File: config.mk
export PLATFORM = sky130hd
export DESIGN_NAME = boot_line_id_extractor_core
export DESIGN_NICKNAME = d
export VERILOG_FILES = /design/src/sv/blid_pkg.sv /design/src/sv/blid_ram.sv /design/src/sv/blid_parser.sv /design/src/sv/blid_emitter.sv /design/src/sv/boot_line_id_extractor_core.sv
export SDC_FILE = /design/constraint.sdc
export NUM_CORES = 1
export LEC_CHECK = 0
export BUFFER_PORTS_ARGS = -buffer_cell sky130_fd_sc_hd__buf_2
export CORE_MARGIN = 2
export CORE_UTILIZATION = 50
export DETAILED_ROUTE_END_ITERATION = 10
export PLACE_DENSITY = 0.77
export SYNTH_ARGS = -nofsm -noshare
export SYNTH_HDL_FRONTEND = slang
export SYNTH_HIERARCHICAL = 1
export SYNTH_SLANG_ARGS = --single-unit
File: constraint.sdc
create_clock -name clk -period 9.7 [get_ports clk]
set_clock_uncertainty 0.1 [all_clocks]
set_input_delay 1.94 -clock clk [delete_from_list [all_inputs] [get_ports clk]]
set_output_delay 1.94 -clock clk [all_outputs]
set_load 0.01 [all_outputs]
File: src/sv/blid_pkg.sv
// Shared types and constants for the boot line identifier extractor.
// Used by the parser, the answer emitter and the top level.
package blid_pkg;

  // Default longest identifier, counting the position that marks it too long
  localparam int ID_MAX_DEF = 16;

  // Result status codes
  typedef enum logic [1:0] {
    ST_CHAR      = 2'd0,
    ST_NOT_FOUND = 2'd1,
    ST_BAD       = 2'd2
  } status_t;

  // Answer request from the parser to the emitter
  typedef struct packed {
    logic    fire;
    status_t kind;
  } answer_t;

  // Byte constants
  localparam logic [7:0] CH_B      = 8'h42;
  localparam logic [7:0] CH_O      = 8'h4F;
  localparam logic [7:0] CH_T      = 8'h54;
  localparam logic [7:0] CH_SEMI   = 8'h3B;
  localparam logic [7:0] CH_EQ     = 8'h3D;
  localparam logic [7:0] CH_COLON  = 8'h3A;
  localparam logic [7:0] CH_SLASH  = 8'h2F;
  localparam logic [7:0] CH_BSLASH = 8'h5C;
  localparam logic [7:0] CH_SPACE  = 8'h20;
  localparam logic [7:0] CH_TAB    = 8'h09;
  localparam logic [7:0] CH_LO_A   = 8'h61;
  localparam logic [7:0] CH_LO_Z   = 8'h7A;
  localparam logic [7:0] CASE_DIFF = 8'h20;

  // Letter of the keyword at a given match position
  function automatic logic [7:0] keyword_char(input logic [1:0] pos);
    logic [7:0] c;
    unique case (pos)
      2'd0: c = CH_B;
      2'd1: c = CH_O;
      2'd2: c = CH_O;
      default: c = CH_T;
    endcase
    return c;
  endfunction

  // Uppercase a-z, pass everything else
  function automatic logic [7:0] to_upper(input logic [7:0] b);
    logic [7:0] c;
    c = b;
    if (b >= CH_LO_A && b <= CH_LO_Z) c = b - CASE_DIFF;
    return c;
  endfunction

endpackage

File: src/sv/blid_ram.sv
// Generic simple dual-port RAM: one write port, one registered read port.
// Read returns the data being written when both ports hit the same entry.
module blid_ram #(
  parameter int WIDTH = 8,
  parameter int DEPTH = 15,
  localparam int AW = (DEPTH > 1) ? $clog2(DEPTH) : 1
) (
  input  logic             clk,
  input  logic             wr_en,
  input  logic [AW-1:0]    wr_addr,
  input  logic [WIDTH-1:0] wr_data,
  input  logic             rd_en,
  input  logic [AW-1:0]    rd_addr,
  output logic [WIDTH-1:0] rd_data
);

  logic [WIDTH-1:0] mem [DEPTH];
  logic [WIDTH-1:0] rd_data_r;

  // Write and registered read with write-first bypass
  always_ff @(posedge clk) begin
    if (wr_en) mem[wr_addr] <= wr_data;
    if (rd_en) begin
      if (wr_en && wr_addr == rd_addr) rd_data_r <= wr_data;
      else rd_data_r <= mem[rd_addr];
    end
  end

  assign rd_data = rd_data_r;

endmodule

File: src/sv/blid_parser.sv
// Per-byte parser: keyword match, blank skip, token collection into the buffer.
// Depends on blid_pkg; writes the token buffer and raises answer requests.
module blid_parser
  import blid_pkg::*;
#(
  parameter int ID_MAX = ID_MAX_DEF,
  localparam int DEPTH = ID_MAX - 1,
  localparam int CW = $clog2(ID_MAX),
  localparam int AW = (DEPTH > 1) ? $clog2(DEPTH) : 1
) (
  input  logic          clk,
  input  logic          rst_n,
  input  logic          accept,
  input  logic [7:0]    data_byte,
  input  logic          end_of_sector,
  output answer_t       ans,
  output logic [CW-1:0] ans_cnt,
  output logic          wr_en,
  output logic [AW-1:0] wr_addr,
  output logic [7:0]    wr_data
);

  typedef enum logic [1:0] {
    PH_SEARCH = 2'd0,
    PH_SKIP   = 2'd1,
    PH_TOKEN  = 2'd2,
    PH_DRAIN  = 2'd3
  } phase_t;

  localparam logic [CW-1:0] CNT_FULL = CW'(DEPTH);

  phase_t        phase_r, phase_nxt;
  logic [1:0]    kw_r, kw_nxt;
  logic [CW-1:0] cnt_r, cnt_nxt;
  logic          tl_r, tl_nxt;

  logic [CW-1:0] upd_cnt;
  logic          upd_tl;
  logic          is_blank, is_term, is_sep;
  logic          fire_tok, fire_nf;

  assign is_blank = (data_byte == CH_SPACE) || (data_byte == CH_TAB) || (data_byte == CH_EQ);
  assign is_term  = (data_byte <= CH_SPACE) || (data_byte == CH_SEMI);
  assign is_sep   = (data_byte == CH_BSLASH) || (data_byte == CH_SLASH) ||
                    (data_byte == CH_COLON);

  assign wr_addr = cnt_r[AW-1:0];
  assign wr_data = to_upper(data_byte);

  // Advance the parse state for one accepted byte
  always_comb begin
    phase_nxt = phase_r;
    kw_nxt    = kw_r;
    cnt_nxt   = cnt_r;
    tl_nxt    = tl_r;
    upd_cnt   = cnt_r;
    upd_tl    = tl_r;
    fire_tok  = 1'b0;
    fire_nf   = 1'b0;
    wr_en     = 1'b0;
    if (accept) begin
      unique case (phase_r)
        PH_DRAIN: begin
          if (end_of_sector) phase_nxt = PH_SEARCH;
        end
        PH_SEARCH: begin
          if (end_of_sector) begin
            fire_nf = 1'b1;
            kw_nxt  = 2'd0;
          end else if (data_byte == keyword_char(kw_r)) begin
            if (kw_r == 2'd3) begin
              kw_nxt    = 2'd0;
              phase_nxt = PH_SKIP;
              cnt_nxt   = '0;
              tl_nxt    = 1'b0;
            end else begin
              kw_nxt = kw_r + 2'd1;
            end
          end else begin
            kw_nxt = (data_byte == CH_B) ? 2'd1 : 2'd0;
          end
        end
        default: begin
          if (phase_r == PH_SKIP && is_blank) begin
            if (end_of_sector) begin
              fire_tok  = 1'b1;
              phase_nxt = PH_SEARCH;
            end
          end else if (is_term) begin
            fire_tok  = 1'b1;
            phase_nxt = end_of_sector ? PH_SEARCH : PH_DRAIN;
          end else begin
            // Restart on a separator, else keep the character if room remains
            if (is_sep) begin
              upd_cnt = '0;
              upd_tl  = 1'b0;
            end else if (!tl_r) begin
              if (cnt_r == CNT_FULL) begin
                upd_tl = 1'b1;
              end else begin
                wr_en   = 1'b1;
                upd_cnt = cnt_r + CW'(1);
              end
            end
            cnt_nxt = upd_cnt;
            tl_nxt  = upd_tl;
            if (end_of_sector) begin
              fire_tok  = 1'b1;
              phase_nxt = PH_SEARCH;
            end else begin
              phase_nxt = PH_TOKEN;
            end
          end
        end
      endcase
      // Rearm clears the token on the way back to search
      if (phase_nxt == PH_SEARCH && phase_r != PH_SEARCH) begin
        cnt_nxt = '0;
        tl_nxt  = 1'b0;
        kw_nxt  = 2'd0;
      end
    end
  end

  // Form the answer request
  always_comb begin
    ans.fire = fire_tok || fire_nf;
    ans_cnt  = upd_cnt;
    if (fire_nf) ans.kind = ST_NOT_FOUND;
    else if (upd_cnt == '0 || upd_tl) ans.kind = ST_BAD;
    else ans.kind = ST_CHAR;
  end

  // Hold parse state
  always_ff @(posedge clk) begin
    if (!rst_n) begin
      phase_r <= PH_SEARCH;
      kw_r    <= 2'd0;
      cnt_r   <= '0;
      tl_r    <= 1'b0;
    end else begin
      phase_r <= phase_nxt;
      kw_r    <= kw_nxt;
      cnt_r   <= cnt_nxt;
      tl_r    <= tl_nxt;
    end
  end

endmodule

File: src/sv/blid_emitter.sv
// Answer emitter: output register, one pending answer, buffer read sequencing.
// Depends on blid_pkg; reads the token buffer through its registered port.
module blid_emitter
  import blid_pkg::*;
#(
  parameter int ID_MAX = ID_MAX_DEF,
  localparam int DEPTH = ID_MAX - 1,
  localparam int CW = $clog2(ID_MAX),
  localparam int AW = (DEPTH > 1) ? $clog2(DEPTH) : 1
) (
  input  logic          clk,
  input  logic          rst_n,
  input  answer_t       ans,
  input  logic [CW-1:0] ans_cnt,
  input  logic          out_stall,
  input  logic [7:0]    rd_data,
  output logic          rd_en,
  output logic [AW-1:0] rd_addr,
  output logic          hold,
  output logic          out_valid,
  output logic [1:0]    out_status,
  output logic [7:0]    out_id_char,
  output logic          out_final_item
);

  logic          out_valid_r, out_valid_nxt;
  status_t       status_r, status_nxt;
  logic          final_r, final_nxt;
  logic          busy_r, busy_nxt;
  logic [CW-1:0] idx_r, idx_nxt;
  logic [CW-1:0] cnt_r, cnt_nxt;
  logic          pend_r, pend_nxt;
  status_t       pend_kind_r, pend_kind_nxt;
  logic [CW-1:0] pend_cnt_r, pend_cnt_nxt;

  logic          slot_free;
  logic          start_go;
  status_t       start_kind;
  logic [CW-1:0] start_cnt;

  assign slot_free = !out_valid_r || !out_stall;
  assign hold      = busy_r || pend_r;

  // Pick the answer to start: a pending one first
  always_comb begin
    start_go   = pend_r || ans.fire;
    start_kind = pend_r ? pend_kind_r : ans.kind;
    start_cnt  = pend_r ? pend_cnt_r : ans_cnt;
  end

  // Load the next result into the output register
  always_comb begin
    out_valid_nxt = out_valid_r;
    status_nxt    = status_r;
    final_nxt     = final_r;
    busy_nxt      = busy_r;
    idx_nxt       = idx_r;
    cnt_nxt       = cnt_r;
    pend_nxt      = pend_r;
    pend_kind_nxt = pend_kind_r;
    pend_cnt_nxt  = pend_cnt_r;
    rd_en         = 1'b0;
    rd_addr       = idx_r[AW-1:0];
    if (slot_free) begin
      out_valid_nxt = 1'b0;
      if (busy_r) begin
        rd_en         = 1'b1;
        out_valid_nxt = 1'b1;
        status_nxt    = ST_CHAR;
        final_nxt     = (idx_r == cnt_r - CW'(1));
        busy_nxt      = (idx_r != cnt_r - CW'(1));
        idx_nxt       = idx_r + CW'(1);
      end else if (start_go) begin
        out_valid_nxt = 1'b1;
        status_nxt    = start_kind;
        pend_nxt      = 1'b0;
        if (start_kind == ST_CHAR) begin
          rd_en     = 1'b1;
          rd_addr   = '0;
          final_nxt = (start_cnt == CW'(1));
          busy_nxt  = (start_cnt != CW'(1));
          idx_nxt   = CW'(1);
          cnt_nxt   = start_cnt;
        end else begin
          final_nxt = 1'b1;
          busy_nxt  = 1'b0;
        end
      end
    end else if (ans.fire) begin
      // Park the new answer until the slot frees
      pend_nxt      = 1'b1;
      pend_kind_nxt = ans.kind;
      pend_cnt_nxt  = ans_cnt;
    end
  end

  // Hold emitter state and the output register
  always_ff @(posedge clk) begin
    if (!rst_n) begin
      out_valid_r <= 1'b0;
      busy_r      <= 1'b0;
      pend_r      <= 1'b0;
    end else begin
      out_valid_r <= out_valid_nxt;
      busy_r      <= busy_nxt;
      pend_r      <= pend_nxt;
    end
    status_r    <= status_nxt;
    final_r     <= final_nxt;
    idx_r       <= idx_nxt;
    cnt_r       <= cnt_nxt;
    pend_kind_r <= pend_kind_nxt;
    pend_cnt_r  <= pend_cnt_nxt;
  end

  assign out_valid      = out_valid_r;
  assign out_status     = status_r;
  assign out_final_item = final_r;
  assign out_id_char    = (status_r == ST_CHAR) ? rd_data : 8'h00;

endmodule

File: src/sv/boot_line_id_extractor_core.sv
// Boot line identifier extractor: takes one sector byte per accepted word and
// answers with the uppercased identifier from the first BOOT line, one character
// per result word with the last flagged, or a single not-found or bad-token word.
// A byte is accepted every cycle while in_stall is low. When an answer of
// n characters starts, the input stalls, also through any output stall, while the
// characters are read one per cycle, output stall permitting, from the single read port of the token
// buffer; a one-result answer does not stall the input unless a second answer
// arrives before the first is taken. No clearing pass is needed after reset.
// Depends on blid_pkg, blid_parser, blid_emitter and blid_ram.
module boot_line_id_extractor_core
  import blid_pkg::*;
#(
  parameter int ID_MAX = ID_MAX_DEF,
  localparam int DEPTH = ID_MAX - 1,
  localparam int CW = $clog2(ID_MAX),
  localparam int AW = (DEPTH > 1) ? $clog2(DEPTH) : 1
) (
  input  logic       clk,
  input  logic       rst_n,
  input  logic       in_valid,
  output logic       in_stall,
  input  logic [7:0] in_data_byte,
  input  logic       in_end_of_sector,
  output logic       out_valid,
  input  logic       out_stall,
  output logic [1:0] out_status,
  output logic [7:0] out_id_char,
  output logic       out_final_item
);

  answer_t       ans;
  logic [CW-1:0] ans_cnt;
  logic          wr_en;
  logic [AW-1:0] wr_addr;
  logic [7:0]    wr_data;
  logic          rd_en;
  logic [AW-1:0] rd_addr;
  logic [7:0]    rd_data;
  logic          hold;
  logic          accept;

  // Stall input while a multi-character answer drains or an answer is parked
  assign in_stall = hold;
  assign accept   = in_valid && !hold;

  blid_parser #(.ID_MAX(ID_MAX)) u_parser (
    .clk           (clk),
    .rst_n         (rst_n),
    .accept        (accept),
    .data_byte     (in_data_byte),
    .end_of_sector (in_end_of_sector),
    .ans           (ans),
    .ans_cnt       (ans_cnt),
    .wr_en         (wr_en),
    .wr_addr       (wr_addr),
    .wr_data       (wr_data)
  );

  blid_ram #(.WIDTH(8), .DEPTH(DEPTH)) u_buf (
    .clk     (clk),
    .wr_en   (wr_en),
    .wr_addr (wr_addr),
    .wr_data (wr_data),
    .rd_en   (rd_en),
    .rd_addr (rd_addr),
    .rd_data (rd_data)
  );

  blid_emitter #(.ID_MAX(ID_MAX)) u_emitter (
    .clk            (clk),
    .rst_n          (rst_n),
    .ans            (ans),
    .ans_cnt        (ans_cnt),
    .out_stall      (out_stall),
    .rd_data        (rd_data),
    .rd_en          (rd_en),
    .rd_addr        (rd_addr),
    .hold           (hold),
    .out_valid      (out_valid),
    .out_status     (out_status),
    .out_id_char    (out_id_char),
    .out_final_item (out_final_item)
  );

endmodule

==> results.cfg <==
[run_status]
status = complete, no violations

[timing]
slew_headroom_pct = 22.23
timing.fmax_mhz = 138.5
post-route-period-util_pct = 74.45
holdWs_ps = 425.6
min_period_ps = 7222
worstMarginPinSlew_ps = 1162
maxSlewViolCount = 0
finalSetupTns_ps = 0
hold_viol = 0
setup_viol = 0
rsz0062_at_grt = false

[job]
drv_cap = 0

[die]
die_area_um2 = 16050
core_um2 = 14640
io_pins = 26
start_util_pct = 51.41
rows = 44
die_height_um = 126.7
die_w_um = 126.7

[route]
dr.pass1.iters = 5
vias = 4483
drc = 0
antenna_left = 0
drt_wl_total_um = 15270
drtIter0Drc = 544
viasPerCell = 6.116
wl_per_cell_um = 20.83

[clock_network]
cts_buffer_depth = 2
h-tree-depth = 4
cts_buffers = 17
cts.sinks = 157
cts-root-buf = clkbuf_16
postCtsHoldBufs = 0
path_clk_slew_ps = 60
cts_tree = built
cts_setup_buffers = 0
cts_resized = 0
clk-insertion-delay-late_ps = 420

[finish]
finalNetCount = 559
drive_gt1_share_pct = 21.13
antenna_cells = 0
fin_area_um2 = 8265
fillers = 1129
multi_input_area_um2 = 2596
area_delta_synth_final_pct = 9.789
seq_area_um2 = 4594

[synth]
async_reset_ff_share_pct = 0
yosysSeqAreaShare_pct = 61.03
synth_cell_type_count = 76
netlist_area_um2 = 7528
yosysTopAreaCell = edfxtp_1
syn_area_per_cell_um2 = 14.65
synth_fp_nets = 537
yosysMostFrequentCell = edfxtp_1
ys_seq_elements = 157
synth-warning-count = 6
synth_area_leaders = edfxtp_1, mux4_2, dfxtp_1, mux2_2, mux4_1
synthTopCellsByCount = edfxtp_1, nor2_1, a21oi_1
synth_top_flop_cell = edfxtp_1
yosysTopAreaCellShare_pct = 57.84
synth_edf_count = 145
synthCells = 514

[worst_setup_path]
path_common_cell = a21oi_1
cpPeakStageDelay_ps = 830
cp_max_fo = 33
end_kind = flop
reg2reg_depth = 16
worstPathArrival_ps = 7300
slowest_stage = and2_2
path_cells = buf_2 -> nand4b_1 -> o32ai_1 -> nor4_1 -> nand2_1 -> mux2_2 -> or4_1 -> a21oi_1 -> nor3_1 -> a21oi_1 -> or3_1 -> and2_2 -> mux4_1 -> a22oi_1 -> nand3_1 -> mux2_4
cp.required_ps = 9770
cp-start-kind = primary input
crit_type = primary input to flop

[hold_path]
hold_class = flop to flop
min_path_cells = 1

[global_route]
grt_pass1_wl_um = 24120
grt_max_degree = 34
overflow = 0
antenna_found_initial = 0
grtUsageTotal_pct = 19.85
grt_pass1_vias = 4450

[pwr]
vdd.ir_drop.worst_mv = 0.1337
cellLeakagePower_nw = 2.929
powerDensity_nw_per_um2 = 198.7

[placed_design]
port_buffers = 25
dpl-instance-area_um2 = 7670
dp_hpwl_um = 9756
place.gp.congestion = 0.8925
worst paths after layout:
path | slack, ps | endpoint | startpoint
setup reg to reg | 3430 | u_buf/rd_data[1]$_DFFE_PP_ | u_emitter/pend_r$_SDFFE_PN0P_
hold / removal | 430 | u_parser/kw_r[1]$_SDFFE_PN0P_ | u_parser/kw_r[1]$_SDFFE_PN0P_
hold reg to reg | 430 | u_parser/kw_r[1]$_SDFFE_PN0P_ | u_parser/kw_r[1]$_SDFFE_PN0P_
setup / recovery | 2480 | u_buf/rd_data[1]$_DFFE_PP_ | in_data_byte[2]
critical path: cells and delay by family:
family | cells | cell delay, ps
muxes | 3 | 1270
AOI/OAI and AO/OA | 4 | 870
buffers and inverters | 1 | 340
and+or+nand+nor | 8 | 2850
cell type report:
| cell class | count | area share, % |
|---|---|---|
| Clock buffer | 17 | 5.147 |
| Clock inverter | 15 | 1.968 |
| Inverter | 21 | 0.9537 |
| Multi-Input combinational cell | 307 | 31.41 |
| Sequential cell | 157 | 55.59 |
| Tap cell | 184 | 2.785 |
| Timing Repair Buffer | 32 | 2.150 |
placed cells by master, fill, tap and decap left out, drive strengths merged, types with 4 or more instances in the layout:
cell type / count
edfxtp: 145
nor2: 33
buf: 32
inv: 26
a21oi: 22
mux2: 22
mux4: 20
clkbuf: 17
mux2i: 15
nand2: 15
and2: 15
nor3: 13
dfxtp: 12
nand3: 11
ha: 10
nand2b: 9
xor2: 9
nand3b: 7
o21ai: 7
o22ai: 6
o211a: 5
nor2b: 5
clkinvlp: 4
o221ai: 4
xnor2: 4
o2111ai: 4
a22oi: 4
o211ai: 4
a31o: 4
or3: 4
nor4: 4
clkinv: 4
logic make-up after synthesis:
| group | count (synthesis) | share of synthesized area [%] |
|---|---|---|
| flip-flops | 157 | 61.03 |
| AND/OR/NAND/NOR | 144 | 11.35 |
| AO/OA/AOI/OAI | 83 | 8.011 |
| multiplexers | 57 | 11.87 |
| buffers and inverters | 50 | 4.570 |
| XOR/XNOR | 13 | 1.512 |
| adder cells (fa/ha/maj) | 10 | 1.662 |
where the power goes:
| part | internal [mW] | total (mW) | switching (mW) |
|---|---|---|---|
| combinational | 0.0882 | 0.212 | 0.123 |
| clock | 0.383 | 0.659 | 0.276 |
| sequential | 0.762 | 0.772 | 0.00973 |
flip-flops by register name, summed over array words and instances (netlist names), 2 cells and up:
register / flops
u_buf/rd_data: 8
u_emitter/cnt_r: 4
u_emitter/idx_r: 4
u_emitter/out_status: 2
u_parser/kw_r: 2
u_emitter/pend_kind_r: 2
u_parser/phase_r: 2
u_buf/mem: 120
u_parser/wr_addr: 4
u_emitter/pend_cnt_r: 4
through the flow:
step | setup slack (ps) | instances | util (%) | power (mW)
final | 2478 | 733 | 56.44 | 1.642
after floorplan | 3317 | 514 | - | 0.9512
after global placement | 2279 | 700 | 52.38 | 0.9875
after global routing | 2088 | 733 | 56.44 | 1.697
after CTS | 2549 | 732 | 56.39 | 1.652
after detailed placement | 2129 | 700 | 52.38 | 0.9944
metal layers:
| metal | track usage [%] | vias to the layer above | share of wire [%] |
|---|---|---|---|
| met5 | 0 | - | 0 |
| met4 | 7.369 | 0 | 1.8 |
| met3 | 3.838 | 24 | 6.5 |
| met2 | 32.46 | 174 | 48 |
| met1 | 26.76 | 2240 | 43 |
| li1 | - | 2045 | - |
(Power assumes the default switching activity.)
